--- src/rtl/sdq_pkg.sv ---
// shared constants, field widths and operation codes of the subunit state deque engine
package sdq_pkg;

  // default sizing
  localparam int unsigned SDQ_MAX_SUBUNITS = 1024;
  localparam int unsigned SDQ_CODE_BITS    = 4;

  // field widths on the channels
  localparam int unsigned MODE_W   = 4;
  localparam int unsigned INST_W   = 10;
  localparam int unsigned FCODE_W  = 4;
  localparam int unsigned OUT_W    = 11;
  localparam int unsigned STATUS_W = 2;
  localparam int unsigned CFG_IDX_W  = 1;
  localparam int unsigned CFG_DATA_W = 11;

  // largest value the 11 bit result fields can show
  localparam int unsigned OUT_MAX = (1 << OUT_W) - 1;

  // operation codes
  typedef enum logic [MODE_W-1:0] {
    MODE_PUSH_BARBED  = 4'd0,
    MODE_PUSH_POINTED = 4'd1,
    MODE_POP_BARBED   = 4'd2,
    MODE_POP_POINTED  = 4'd3,
    MODE_COUNT        = 4'd4,
    MODE_COUNT_PAIRS  = 4'd5,
    MODE_REWRITE      = 4'd6,
    MODE_REWRITE_PAIR = 4'd7,
    MODE_REFILL       = 4'd8
  } mode_e;

  // result status codes
  typedef enum logic [STATUS_W-1:0] {
    STATUS_OK         = 2'd0,
    STATUS_POP_EMPTY  = 2'd1,
    STATUS_PUSH_FULL  = 2'd2,
    STATUS_NTH_ABSENT = 2'd3
  } status_e;

  // configuration register indexes
  typedef enum logic [CFG_IDX_W-1:0] {
    CFG_INITIAL_LENGTH = 1'd0,
    CFG_INITIAL_CODE   = 1'd1
  } cfg_idx_e;

endpackage

--- src/rtl/sdq_store.sv ---
// subunit ring storage: one write port and one registered read port
module sdq_store #(
  parameter int unsigned DEPTH = sdq_pkg::SDQ_MAX_SUBUNITS,
  parameter int unsigned DW    = sdq_pkg::SDQ_CODE_BITS,
  parameter int unsigned AW    = $clog2(DEPTH)
) (
  input  logic          clk_i,
  input  logic          wr_en_i,
  input  logic [AW-1:0] wr_addr_i,
  input  logic [DW-1:0] wr_data_i,
  input  logic          rd_en_i,
  input  logic [AW-1:0] rd_addr_i,
  output logic [DW-1:0] rd_data_o
);

  logic [DW-1:0] mem [DEPTH];
  logic [DW-1:0] rd_data_q;

  // write port
  always_ff @(posedge clk_i) begin
    if (wr_en_i) begin
      mem[wr_addr_i] <= wr_data_i;
    end
  end

  // registered read port
  always_ff @(posedge clk_i) begin
    if (rd_en_i) begin
      rd_data_q <= mem[rd_addr_i];
    end
  end

  assign rd_data_o = rd_data_q;

endmodule

--- config.mk ---
export PLATFORM = sky130hd
export DESIGN_NAME = sdq_store
export DESIGN_NICKNAME = d
export VERILOG_FILES = /design/src/rtl/sdq_pkg.sv /design/src/rtl/sdq_store.sv
export SDC_FILE = /design/constraint.sdc
export NUM_CORES = 2
export LEC_CHECK = 0
export ABC_AREA = 1
export BUFFER_PORTS_ARGS = -buffer_cell sky130_fd_sc_hd__buf_2
export CAP_MARGIN = 5
export CORE_ASPECT_RATIO = 0.9
export CORE_MARGIN = 1.5
export CORE_UTILIZATION = 45
export DETAILED_ROUTE_END_ITERATION = 8
export PLACE_DENSITY = 0.61
export SYNTH_ARGS = -nofsm -noshare
export SYNTH_HDL_FRONTEND = slang
export SYNTH_SLANG_ARGS = --single-unit
--- constraint.sdc ---
create_clock -name clk_i -period 3.7 [get_ports clk_i]
set_input_delay 0.74 -clock clk_i [delete_from_list [all_inputs] [get_ports clk_i]]
set_output_delay 0.74 -clock clk_i [all_outputs]
set_load 0.05 [all_outputs]
* Word level (Yosys, flattened, before mapping) *
Memories as Yosys holds them, arrays and structs flattened. A register that Yosys moved wholly into a read port is not among the register bits.
Index checks and enable logic that the tools add are counted.
W data, S select, Z words.

operators by class
  multiplexer cells = 2
  reduce and logical (&&, ||, !) cells = 0
  multiply operators = 0
  $add $sub $neg = 0
  divide/modulo/power cells = 0
  equality and inequality tests = 0
  shift operators = 0
  bitwise logic cells = 0
  order comparisons = 0

operator list
  kind     number
  $mux W1  2

word-level totals
  register bits = 0
  bits in read-only memories = 0
  bits in latches = 0
  memories kept = 1
  bits in writable memories = 4,096
  input bits = 27
  logic and storage cells = 3
  output and inout port bits = 4

memory list
  memory  depth  width  read ports  clocked after Yosys merged registers in  wr ports  line             source
  mem     1,024  4      1           1                                        1         sdq_store.sv:16  logic [DW-1:0] mem [DEPTH];

* Longest topological paths before layout *
  word-level depth = 2
  depth in mapped cells = 17
  gate-level depth less buffers = 13

* Worst setup path before layout *
No wires, ideal clock.

  path type = input -> register
  from = in wr_addr_i[2]
  to = mem mem[443][0] in the netlist's numbering, enable pin
  library setup time = 0.329 ns
  path slack = 1.221 ns
  data required time = 3.371 ns
  cell stages on the path = 8
  arrival = 2.149 ns
  path buffers = 3
  path through = buf_2 > nor3_1 > inv_1 > nor2_1 > nand2_1 > clkbuf_1 > clkbuf_1 > nor2_1

RTL lines
  what                line             source
  start: declaration  sdq_store.sv:9   input logic [AW-1:0] wr_addr_i,
  end: declaration    sdq_store.sv:16

Straight into the memory's write port.

* Worst setup path after layout *
  from = reg rd_data_q[3] (netlist: rd_data_o[3]), read port of mem
  to = out rd_data_o[3]

RTL lines
  what                line             source
  start: declaration  sdq_store.sv:17  logic [DW-1:0] rd_data_q;
  end: declaration    sdq_store.sv:13  output logic [DW-1:0] rd_data_o

No word-level cell between the ends.

==> flow_metrics.tcl <==
set metrics [dict create \
    status "finished clean" \
    crit_path_cell_trace "buf_2" \
    drive_gt1_share_pct 8.133 \
    dp_hpwl_mm 288.6 \
    holdCritPathClass "input port to register" \
    clock_skew_ns 0.06512 \
    syn2layout_area_growth_pct 12.31 \
    clockBufferDepth 4 \
    tightest_slew_ns 1.204 \
    routed-via-count 113566 \
    gp_congestion 0.8561 \
    worstReg2RegEnd "rd_data_o[3]$_DFFE_PP_" \
    crit_family "flip-flops" \
    dr.pass1.iters 6 \
    cts-buffers-inserted 410 \
    portBuffers 30 \
    antenna_found_initial 33 \
    nets 14519 \
    period_needed_ns 2.958 \
    grt_pass1_wl_mm 721.5 \
    mostFrequentLayoutCells "4156 x nand2_1, 4100 x edfxtp_1, 4083 x nand3_1" \
    drt-initial-drc-count 14186 \
    coreArea_mm2 0.3742 \
    leakage_nw 65.31 \
    cp_max_fo 1 \
    finalCritPeriodShare_pct 79.94 \
    rows 213 \
    crit_arrival_ns 2.22 \
    rsz0062_at_grt "no" \
    whs_path_depth 1 \
    vias_per_cell 5.739 \
    detail-route-antenna-nets 0 \
    cts.sink_count 4100 \
    dp_cells 19025 \
    clk_latency_ns 0.99 \
    overflow 0 \
    hold_viol 0 \
    start_kind "register" \
    cts_root_buffer "clkbuf_16" \
    final_cells 19789 \
    drv_cap 0 \
    cp-end-kind "primary output" \
    yosys_register_bits 4100 \
    timing.fmax_mhz 338.1 \
    synth_cell_types 17 \
    syn_nets 14606 \
    slew_headroom_pct 19.24 \
    ios 31 \
    h-tree-depth 5 \
    die_y_um 584.9 \
    syn_area_mm2 0.1693 \
    die_w_um 649.5 \
    wl_per_cell_um 24.95 \
    die-area_mm2 0.3799 \
    worstPathRequired_ns 2.96 \
    cp_slowest_stage_delay_ns 0.83 \
    cts_resized 0 \
    vdd.ir_drop.worst_v 0.0003970 \
    yosys_warnings 0 \
    grt_pass1_vias 108502 \
    reg2reg_depth 12 \
    drt-total-wl_mm 493.7 \
    crit_type "register to primary output" \
    min-delay-start "wr_data_i[1]" \
    cts_hold_buf 0 \
    yosysSeqAreaShare_pct 72.72 \
    worstSetupStartpoint "rd_data_o[3]$_DFFE_PP_" \
    crit_slowest_cell "edfxtp_1" \
    grt_max_degree 143 \
    initial_core_util_pct 45.24 \
    final_common_cell "nand2_1" \
    cts_setup_buffers 0 \
    final_util_pct 50.81 \
    reg2reg_from "mem[191][3]$_DFFE_PP_" \
    cts_tree "built" \
    netlist_instances 14579 \
    crit_buf_inv 1 \
    grt_use_total_pct 25.46 \
    r2r_slack_ns 1.23 \
    post-route-drc-count 0 \
    postSynthAreaPerCell_um2 11.61 \
    clk_pin_slew_ns 0.07 \
    holdPathEnd "mem[305][1]$_DFFE_PP_" \
    drv_slew 0 \
    setup_viol 0 \
    powerDensity_mw_per_mm2 515.1 \
]
## registers in the layout, summed over array words and instances (netlist names)
name,count
mem,4096
rd_data_o,4
## worst reg2reg max path: stages (launching register included)
cell	delay (ns)
edfxtp_1	0.35
nand2_1	0.07
nand3_1	0.09
nand3_1	0.11
nand3_1	0.11
nand3_1	0.21
nand3_1	0.28
nand3_1	0.26
nand3_1	0.10
nand3_1	0.34
nand2_1	0.20
nand2_1	0.10
nand2_1	0.06
## layout make-up
cell class,instances,area (um^2)
well taps,4945,6187
repair buffers,601,7248
diodes,15,37.54
multi-input cells,9335,40410
inverters,44,222.7
fillers,32595,184000
clock buffers,486,10650
flip-flops and latches,4100,123100
clock inverters,263,2250
## cell families (layout without fill, tap and decap cells)
| logic type | Yosys count | in the layout | synth area share (%) |
|---|---|---|---|
| AND/OR/NAND/NOR | 9335 | 9335 | 23.75 |
| flip-flops | 4100 | 4100 | 72.72 |
| buffers and inverters | 1144 | 1394 | 3.530 |
| other | 0 | 15 | 0 |
## power by group
part           internal, W  switching (W)  leakage, nW
clock               0.0228         0.0178         6.32
combinational      0.00168        0.00449         22.2
sequential          0.0511      0.0000285         36.8
## layer usage
metal  up-vias  wire, um  GRT usage, %
met1     55874    204600         35.88
met4         6     18320         9.351
li1      51487         -             -
met2      5319    225400         40.02
met3       880     45360         4.206
met5         -        40             0
## Yosys cell counts
cell	number	area share, %
nand2_1	4178	9.3
edfxtp_1	4100	73
nand3_1	4086	12
nor2_1	1040	2.3
buf_2	481	1.4
clkbuf_1	243	0.54
buf_4	157	0.70
buf_1	156	0.35
buf_6	61	0.41
inv_1	38	0.084
nor3_1	24	0.071
nand4_1	7	0.026
clkinv_1	2	0.0044
inv_2	2	0.0044
inv_4	2	0.0074
buf_12	1	0.012
buf_8	1	0.0089
## worst max-delay path by stage
stage,endpoint,slack (ns),depth (start not counted)
6_report,rd_data_o[3],0.74,1
5_1_grt,rd_data_o[3],0.72,1
4_1_cts,rd_data_o[3],0.69,1
3_5_place_dp,rd_data_o[0]$_DFFE_PP_,-0.02,15
3_3_place_gp,rd_data_o[0]$_DFFE_PP_,-0.02,15
2_1_floorplan,mem[443][0]$_DFFE_PP_,1.22,8
## through the flow
| step | hold slack (ns) | power (W) | cell area [um^2] | setup slack (ns) | setup TNS [ns] |
|---|---|---|---|---|---|
| after floorplan | 0.8389 | 0.05534 | 169300 | 1.221 | 0 |
| after global placement | 1.151 | 0.05821 | 177200 | -0.02283 | -0.04412 |
| after detailed placement | 1.150 | 0.05823 | 177200 | -0.01979 | -0.03442 |
| after CTS | 0.09104 | 0.09824 | 190100 | 0.6923 | 0 |
| after global routing | 0.1198 | 0.1004 | 190100 | 0.7237 | 0 |
| final | 0.1624 | 0.09793 | 190100 | 0.7422 | 0 |
(Power assumes the default switching activity.)
